File: config.mk
export PLATFORM = sky130hd
export DESIGN_NAME = sorted_insert_priority_queue_unit
export DESIGN_NICKNAME = d
export VERILOG_FILES = /design/src/hdl/sipq_pkg.sv /design/src/hdl/sipq_cell.sv /design/src/hdl/sorted_insert_priority_queue_unit.sv
export VERILOG_INCLUDE_DIRS = /design/src /design/src/hdl
export SDC_FILE = /design/constraint.sdc
export NUM_CORES = 2
export LEC_CHECK = 0
export ABC_AREA = 0
export BUFFER_PORTS_ARGS = -buffer_cell sky130_fd_sc_hd__buf_2
export CAP_MARGIN = 20
export CORE_MARGIN = 5
export CORE_UTILIZATION = 35
export CTS_CLUSTER_SIZE = 28
export DETAILED_ROUTE_END_ITERATION = 16
export PLACE_DENSITY = 0.6
export REMOVE_ABC_BUFFERS = 1
export SKIP_CTS_REPAIR_TIMING = 1
export SYNTH_ARGS = -nofsm -noshare
export SYNTH_HDL_FRONTEND = slang
export SYNTH_SLANG_ARGS = --single-unit
File: constraint.sdc
create_clock -name clk -period 4.5 [get_ports clk]
set_input_delay 0.45 -clock clk [delete_from_list [all_inputs] [get_ports clk]]
set_output_delay 0.45 -clock clk [all_outputs]
set_load 0.1 [all_outputs]
File: src/hdl/sorted_insert_priority_queue_unit_macros.svh
// Assertion macros shared by the queue RTL.
`ifndef SORTED_INSERT_PRIORITY_QUEUE_UNIT_MACROS_SVH
`define SORTED_INSERT_PRIORITY_QUEUE_UNIT_MACROS_SVH

// Same-cycle implication, checked out of reset.
`define SIPQ_ASSERT_IMP(lbl, ante, cons, msg) \
	lbl: assert property (@(posedge clk) disable iff (!arst_n) (ante) |-> (cons)) \
		else $error(msg);

// Next-cycle implication, checked out of reset.
`define SIPQ_ASSERT_NXT(lbl, ante, cons, msg) \
	lbl: assert property (@(posedge clk) disable iff (!arst_n) (ante) |=> (cons)) \
		else $error(msg);

`endif

File: src/hdl/sipq_pkg.sv
package sipq_pkg;

	localparam int DEPTH_DEF = 16;
	localparam int CAP_W     = 5;
	localparam logic [CAP_W-1:0] CAP_RESET = 5'd16;

	localparam logic OP_ENQ = 1'b0;
	localparam logic OP_DEQ = 1'b1;

	localparam logic [1:0] ST_DONE  = 2'd0;
	localparam logic [1:0] ST_FULL  = 2'd1;
	localparam logic [1:0] ST_EMPTY = 2'd2;

	typedef struct packed {
		logic               op;
		logic signed [31:0] value;
	} in_t;

	typedef struct packed {
		logic [1:0]         status;
		logic signed [31:0] removed_value;
		logic signed [31:0] head_value;
		logic               head_valid;
		logic [4:0]         occupancy;
	} out_t;

	typedef struct packed {
		logic               upd;
		logic               del;
		logic signed [31:0] value;
	} cell_cmd_t;

endpackage

File: src/hdl/sipq_cell.sv
module sipq_cell (
	input  logic                      clk,
	input  sipq_pkg::cell_cmd_t       cmd,
	input  logic                      valid,
	input  logic                      at_tail,
	input  logic                      prev_gt,
	input  logic signed [31:0]        prev_value,
	input  logic signed [31:0]        next_value,
	output logic                      gt,
	output logic signed [31:0]        value,
	output logic signed [31:0]        nxt
);
	import sipq_pkg::*;

	logic signed [31:0] value_q;

	assign gt    = valid && (cmd.value < value_q);
	assign value = value_q;

	always_comb begin
		nxt = value_q;
		if (cmd.del) begin
			nxt = next_value;
		end else if (prev_gt) begin
			nxt = prev_value;
		end else if (gt || at_tail) begin
			nxt = cmd.value;
		end
	end

	always_ff @(posedge clk) begin
		if (cmd.upd) begin
			value_q <= nxt;
		end
	end

endmodule

File: src/hdl/sorted_insert_priority_queue_unit.sv
// Min-first priority queue held as an ascending sorted row of DEPTH cells. Each request
// (enqueue or dequeue) is taken at one edge, which also loads its response into the
// output register, so the response is offered from the next cycle on; a new request is
// accepted every cycle unless a held response is stalled. Every cell compares the
// incoming value with its own entry in parallel and either holds, takes the new value,
// or takes a neighbor's entry, so an insert or a removal of the head finishes in a
// single shift of the row. Capacity may be written only while the queue is idle; values
// above DEPTH act as DEPTH.
`include "sorted_insert_priority_queue_unit_macros.svh"

module sorted_insert_priority_queue_unit #(
	parameter int DEPTH = sipq_pkg::DEPTH_DEF
) (
	input  logic                        clk,
	input  logic                        arst_n,
	input  logic                        in_valid,
	output logic                        in_stall,
	input  sipq_pkg::in_t               in_req,
	output logic                        out_valid,
	input  logic                        out_stall,
	output sipq_pkg::out_t              out_rsp,
	input  logic                        cfg_we,
	input  logic [sipq_pkg::CAP_W-1:0]  cfg_wdata
);
	import sipq_pkg::*;

	localparam int CW   = $clog2(DEPTH + 1);
	localparam int CMPW = (CW > CAP_W) ? CW : CAP_W;

	logic [CW-1:0]      count_q;
	logic [CW-1:0]      count_nxt;
	logic [CAP_W-1:0]   cap_q;
	logic               out_valid_q;
	out_t               out_q;

	logic               go;
	logic               del;
	logic               full;
	logic               empty;
	logic               reject;
	cell_cmd_t          cmd;

	logic               gt     [DEPTH];
	logic signed [31:0] values [DEPTH];
	logic signed [31:0] nxts   [DEPTH];

	assign in_stall = out_valid_q && out_stall;
	assign go       = in_valid && !in_stall;
	assign del      = (in_req.op == OP_DEQ);

	assign empty  = (count_q == '0);
	assign full   = (CMPW'(count_q) >= CMPW'(cap_q)) || (count_q == CW'(DEPTH));
	assign reject = del ? empty : full;

	assign cmd.upd   = go && !reject;
	assign cmd.del   = del;
	assign cmd.value = in_req.value;

	always_comb begin
		count_nxt = count_q;
		if (cmd.upd) begin
			count_nxt = del ? (count_q - 1'b1) : (count_q + 1'b1);
		end
	end

	for (genvar i = 0; i < DEPTH; i++) begin : g_cell
		logic               prev_gt_w;
		logic signed [31:0] prev_w;
		logic signed [31:0] next_w;

		if (i == 0) begin : g_first
			assign prev_gt_w = 1'b0;
			assign prev_w    = in_req.value;
		end else begin : g_mid
			assign prev_gt_w = gt[i-1];
			assign prev_w    = values[i-1];
		end

		if (i == DEPTH - 1) begin : g_last
			assign next_w = values[i];
		end else begin : g_inner
			assign next_w = values[i+1];
		end

		sipq_cell u_cell (
			.clk        (clk),
			.cmd        (cmd),
			.valid      (CW'(i) < count_q),
			.at_tail    (CW'(i) == count_q),
			.prev_gt    (prev_gt_w),
			.prev_value (prev_w),
			.next_value (next_w),
			.gt         (gt[i]),
			.value      (values[i]),
			.nxt        (nxts[i])
		);
	end

	always_ff @(posedge clk or negedge arst_n) begin
		if (!arst_n) begin
			count_q     <= '0;
			cap_q       <= CAP_RESET;
			out_valid_q <= 1'b0;
		end else begin
			if (cfg_we) begin
				cap_q <= cfg_wdata;
			end
			if (go) begin
				count_q     <= count_nxt;
				out_valid_q <= 1'b1;
			end else if (!out_stall) begin
				out_valid_q <= 1'b0;
			end
		end
	end

	always_ff @(posedge clk) begin
		if (go) begin
			out_q.status        <= !reject ? ST_DONE : (del ? ST_EMPTY : ST_FULL);
			out_q.removed_value <= (del && !empty) ? values[0] : '0;
			out_q.head_value    <= (count_nxt == '0) ? '0 :
			                       (cmd.upd ? nxts[0] : values[0]);
			out_q.head_valid    <= (count_nxt != '0);
			out_q.occupancy     <= 5'(count_nxt);
		end
	end

	assign out_valid = out_valid_q;
	assign out_rsp   = out_q;

	`SIPQ_ASSERT_IMP(a_count_bound, 1'b1, count_q <= CW'(DEPTH), "count above depth")
	`SIPQ_ASSERT_NXT(a_rsp_follows, go, out_valid, "request without response")
	`SIPQ_ASSERT_NXT(a_deq_empty, go && del && empty, out_rsp.status == ST_EMPTY && count_q == '0, "empty dequeue not rejected")
	`SIPQ_ASSERT_NXT(a_enq_grows, go && !del && !full, count_q == $past(count_q) + 1'b1, "enqueue did not advance count")
	`SIPQ_ASSERT_IMP(a_head_order, count_q >= CW'(2), values[0] <= values[1], "head out of order")

endmodule
**Yosys cells after proc, flatten, opt, wreduce, memory -nomap -nowiden**

Cells that the tools add are included.

- Add/subtract/negate cells: 2
- Eq/ne operators: 17
- Magnitude comparators: 33
- Reduce and logical (&&, ||, !) cells: 73
- Muxes and demuxes: 53
- Bitwise gates (word level): 1

Operators with widths:

| operator | count |
|---|---|
| two-way mux 32 bit | 47 |
| less-than comparator 32 bit | 16 |
| nonzero test 3 bit | 14 |
| == test 4 x 5 -> 1 bit (first input constant) | 8 |
| less-than comparator 4 x 5 -> 1 bit (first input constant) | 8 |
| AND reduction 2 bit | 14 |
| == test 3 x 5 -> 1 bit (first input constant) | 4 |
| logical AND 1 bit | 20 |
| less-than comparator 3 x 5 -> 1 bit (first input constant) | 4 |
| logical OR 1 bit | 17 |
| == test 2 x 5 -> 1 bit (first input constant) | 2 |
| logical NOT 5 bit | 2 |
| less-than comparator 1 x 5 -> 1 bit (first input constant) | 2 |
| less-than comparator 2 x 5 -> 1 bit (first input constant) | 2 |
| two-way mux 5 bit | 2 |
| adder 5 x 1 -> 5 bit (second input constant) | 1 |
| == test 1 x 5 -> 1 bit (first input constant) | 1 |
| == test 5 bit (second input constant) | 1 |
| greater-or-equal comparator 5 bit | 1 |
| nonzero test 5 bit | 1 |
| subtractor 5 x 1 -> 5 bit (second input constant) | 1 |
| logical NOT 1 bit | 3 |
| two-way mux 1 bit | 3 |
| AND reduction 3 bit | 1 |
| 4 further kinds | 4 |

- Bits of input ports: 43
- Bits in registers: 595
- Word-level logic and storage cells: 203
- Output and inout bits: 74

**Depth between registers and ports, before layout**

- Depth after elaboration: 7
- Gate-level depth with buffers: 14
- Gate-level depth less buffers: 10

**Hierarchy**

From an unflattened synthesis, not the netlist that was laid out.

- Cells, all modules: 5,142
- Area, all modules: 48,141.2 sq um

Modules (own cells, without submodules):

| module | area an instance (sq um) | cells an instance | times used | sequential area each (sq um) |
|---|---|---|---|---|
| sipq_cell | 2,763.9 | 303 | 16 | 960.9 |
| sorted_insert_priority_queue_unit | 3,918.8 | 294 | 1 | 2,438.6 |

**Worst setup path before layout**

Ideal clock, no wire load.

- Kind: input to register
- Start: input in_req[25] (netlist bit)
- End: register g_cell[4].u_cell.value_q[0], enable pin
- Buffers on the path: 1
- Required time: 4,059 ps
- Path slack: -226 ps
- Cell stages on the path: 10
- Setup time: 441 ps
- Arrival time: 4,285 ps
- Cell sequence: ha_1 a21o_1 a21o_1 a2111oi_0 o311ai_0 a221o_1 a21oi_4 buf_6 nor2_1 a31oi_1

- Longest elaborated chain between the ends: 5
- Elaborated cells between the ends (all ways): 7
- Those cells by class: order compare (2); reduce/logical (5)

Ends and longest elaborated chain:

| what | RTL line | source |
|---|---|---|
| from (decl) | sorted_insert_priority_queue_unit.sv:18 | `input sipq_pkg::in_t in_req,` |
| less-than comparator 32 bit | sipq_cell.sv:17 | `assign gt = valid && (cmd.value < value_q);` |
| logical AND 1 bit | sipq_cell.sv:17 |  |
| logical OR 1 bit | sipq_cell.sv:26 | `end else if (gt \|\| at_tail) begin` |
| nonzero test 3 bit (no line) * | n/a |  |
| AND reduction 2 bit (no line) * | n/a |  |
| to (signal assigned) | sipq_cell.sv:33 | `value_q <= nxt;` |
| to (decl) | sipq_cell.sv:15 | `logic signed [31:0] value_q;` |

Every way passes the cells marked *; elsewhere a longest branch is shown, timed or not.
A chain may end at the register's enable or synchronous reset.

**Worst setup path in the final report**

- Start: register g_cell[0].u_cell.value_q[27]
- End: register out_q, in the netlist out_rsp[7], data pin

- Longest elaborated chain between the ends: 6

Ends and longest elaborated chain:

| what | RTL line | source |
|---|---|---|
| from (decl) | sipq_cell.sv:15 |  |
| from (signal assigned) | sipq_cell.sv:33 |  |
| less-than comparator 32 bit | sipq_cell.sv:17 |  |
| logical AND 1 bit | sipq_cell.sv:17 |  |
| logical OR 1 bit | sipq_cell.sv:26 |  |
| two-way mux 32 bit | sipq_cell.sv:26 |  |
| two-way mux 32 bit | sipq_cell.sv:22 | `if (cmd.del) begin` |
| two-way mux 32 bit | n/a |  |
| to (decl) | sorted_insert_priority_queue_unit.sv:34 | `out_t out_q;` |

No other way between the ends.

==> impl_metrics.tcl <==
set metrics [dict create \
    status "finished, final reports clean" \
    drive_gt1_frac 0.0986 \
    post_drt_wl_per_cell_um 18.9 \
    die_w_um 355 \
    holdCritPathClass "input port to register" \
    path_clk_slew_ns 0.06 \
    coreArea_mm2 0.118 \
    yosysSeqAreaShare 0.419 \
    syn_area_per_cell_um2 9.86 \
    ff2ff_setup_slack_ns 0.63 \
    wirelength_um 112000 \
    grt_pass1_wl_um 176000 \
    vias 31200 \
    syn_to_final_growth_pct 12.9 \
    io_pins 117 \
    row_count 126 \
    max_cap_violations 0 \
    tns_ns 0 \
    ys.flop_type "edfxtp_1" \
    hp-start "cfg_wdata[2]" \
    holdWs_ns 0.0477 \
    finalCriticalPeriod_ns 3.87 \
    timing.final.crit_share 0.860 \
    clockBufferDepth 3 \
    start_util 0.353 \
    dpl.hpwl_um 83900 \
    cp_max_fo 32 \
    synth_area_leaders "edfxtp_1 40%, ha_1 15%, mux2i_1 10%" \
    synth_largest_area_cell "edfxtp_1" \
    fin_skew_ns 0.0262 \
    drtIter0Drc 2362 \
    whs_endpoint "cap_q[2]" \
    r2r-start "g_cell[0].u_cell.value[27]" \
    htreeDepth 3 \
    peakVddDrop_v 0.000383 \
    grt_pass1_vias 31700 \
    most-common-layout-cells "558 x nand2_1, 552 x edfxtp_1, 523 x inv_1" \
    hold_depth 3 \
    dieHeight_um 355 \
    synthDominantCellAreaShare 0.397 \
    netlist_area_mm2 0.0417 \
    antenna_found_initial 4 \
    cts_buffers 69 \
    rsz0062_at_grt "false" \
    cts_tree "yes" \
    clock-sinks 595 \
    grt_overflow 0 \
    antenna_left 0 \
    synth_cell_types 81 \
    p_leak_nw 20.7 \
    cts-root-buf "clkbuf_16" \
    grtUsageTotal 0.173 \
    critical_path.reg2reg.endpoint "out_rsp[7]" \
    worst_slew_pin_slew_ns 1.14 \
    setup_viol 0 \
    yosys_warnings 0 \
    worstSetupPathType "register to register" \
    drt_pre_antenna_iters 6 \
    hold_viol_final 0 \
    synth-seq-cells 595 \
    slew_headroom 0.235 \
    final_common_cell "nand2_1" \
    fin_nets 4877 \
    async_flop_share 0.0185 \
    dieArea_mm2 0.126 \
    synth_cells 4232 \
    fin_ws_ns 0.629 \
    drc 0 \
    finalWeightedCongestion 0.847 \
    grt_start_max_net_pins 232 \
    end_kind "register" \
    start_kind "register" \
    post-place-ws_ns 0.342 \
    arrival_ns 4.36 \
    clock_latency_ns 0.63 \
    reg2regPathDepth 12 \
    required_ns 4.99 \
    routed_via_density 5.26 \
    fmax_ghz 0.258 \
    pwr_density_cell_mw_per_mm2 489 \
    nFillCells 11600 \
    drv_slew 0 \
    synth_edf_count 552 \
    io_buffer_count 116 \
]
power breakdown:
| part | internal [mW] | switching, mW |
|---|---|---|
| Sequential | 7.49 | 0.690 |
| Combinational | 3.35 | 5.72 |
| Clock | 3.45 | 2.37 |
| Total | 14.3 | 8.77 |
worst max-delay path by stage:
stage	start	to	slack, ns	cells past startpoint
CTS	g_cell[14].u_cell.value[2]	g_cell[15].u_cell.value[0]	0.56	11
floorplan	in_req[19]	g_cell[8].u_cell.value[0]	-1.92	9
global route	g_cell[0].u_cell.value[27]	out_rsp[35]	0.37	12
finish	g_cell[0].u_cell.value[27]	out_rsp[7]	0.63	12
detailed placement	in_req[1]	g_cell[2].u_cell.value[3]	0.34	11
global placement	in_req[2]	g_cell[15].u_cell.value[4]	0.39	11
worst max-delay path, stage by stage, from the launching register on:
cell,delay [ns]
dfxtp_1,0.39
inv_1,0.20
ha_1,0.38
nand4_1,0.43
nor4_2,0.50
buf_4,0.19
nand2_1,0.05
o21ai_1,0.37
nor4_1,0.21
o21ai_2,0.17
buf_4,0.40
o22a_1,0.24
o211a_1,0.16
cell usage after synthesis, drive strengths merged, types with 10 or more instances:
cell	instances
inv	525
mux2i	421
o211ai	11
nand4	78
a2111oi	18
o211a	32
a21o	50
ha	506
nor2	111
nand3	13
nand2b	27
a22oi	33
nor3	30
dfrtp	10
nor2b	12
dfxtp	32
buf	69
a21oi	179
a31oi	23
o21ai	518
o22a	33
nand2	558
a211oi	37
edfxtp	552
o21a	47
nor4	11
clkbuf	151
or3	11
mux2	34
logic make-up after synthesis:
| kind of cell | count (synthesis) | synth area share |
|---|---|---|
| AO/OA/AOI/OAI | 1050 | 0.154 |
| XOR/XNOR | 7 | 0.00147 |
| adder cells (fa/ha/maj) | 506 | 0.152 |
| buffers and inverters | 745 | 0.0732 |
| flip-flops | 595 | 0.419 |
| multiplexers | 455 | 0.110 |
| AND/OR/NAND/NOR | 874 | 0.0906 |
cell type report:
type / count / area [um^2] / area share
Tap cell: 1536 / 1920 / 0.0408
Antenna cell: 1 / 2.50 / 0.0000531
Clock inverter: 33 / 395 / 0.00839
Timing Repair Buffer: 245 / 1940 / 0.0412
Multi-Input combinational cell: 2892 / 21500 / 0.456
Inverter: 525 / 1970 / 0.0418
Sequential cell: 595 / 17500 / 0.371
Clock buffer: 92 / 1900 / 0.0404
through the flow:
step,instances,cell area [um^2],util,power [mW]
after detailed placement,5791,44800,0.379,17.3
after CTS,5916,47100,0.398,23.2
after global routing,5918,47100,0.399,24.4
after floorplan,4012,40700,-,14.5
final,5919,47100,0.399,23.1
after global placement,5791,44800,0.379,17.1
sequential cells by signal (all words and copies together), names as in the netlist:
signal               flops
cap_q                    5
out_valid                1
out_rsp                 72
count_q                  5
g_cell.u_cell.value    512
metal layers:
layer / vias up / GRT usage / share of wire
met2: 609 / 0.287 / 0.46
li1: 15400 / - / -
met1: 15000 / 0.237 / 0.47
met4: 2 / 0.0541 / 0.027
met5: - / 0 / 0.00012
met3: 149 / 0.0191 / 0.040
(Power assumes the default switching activity.)
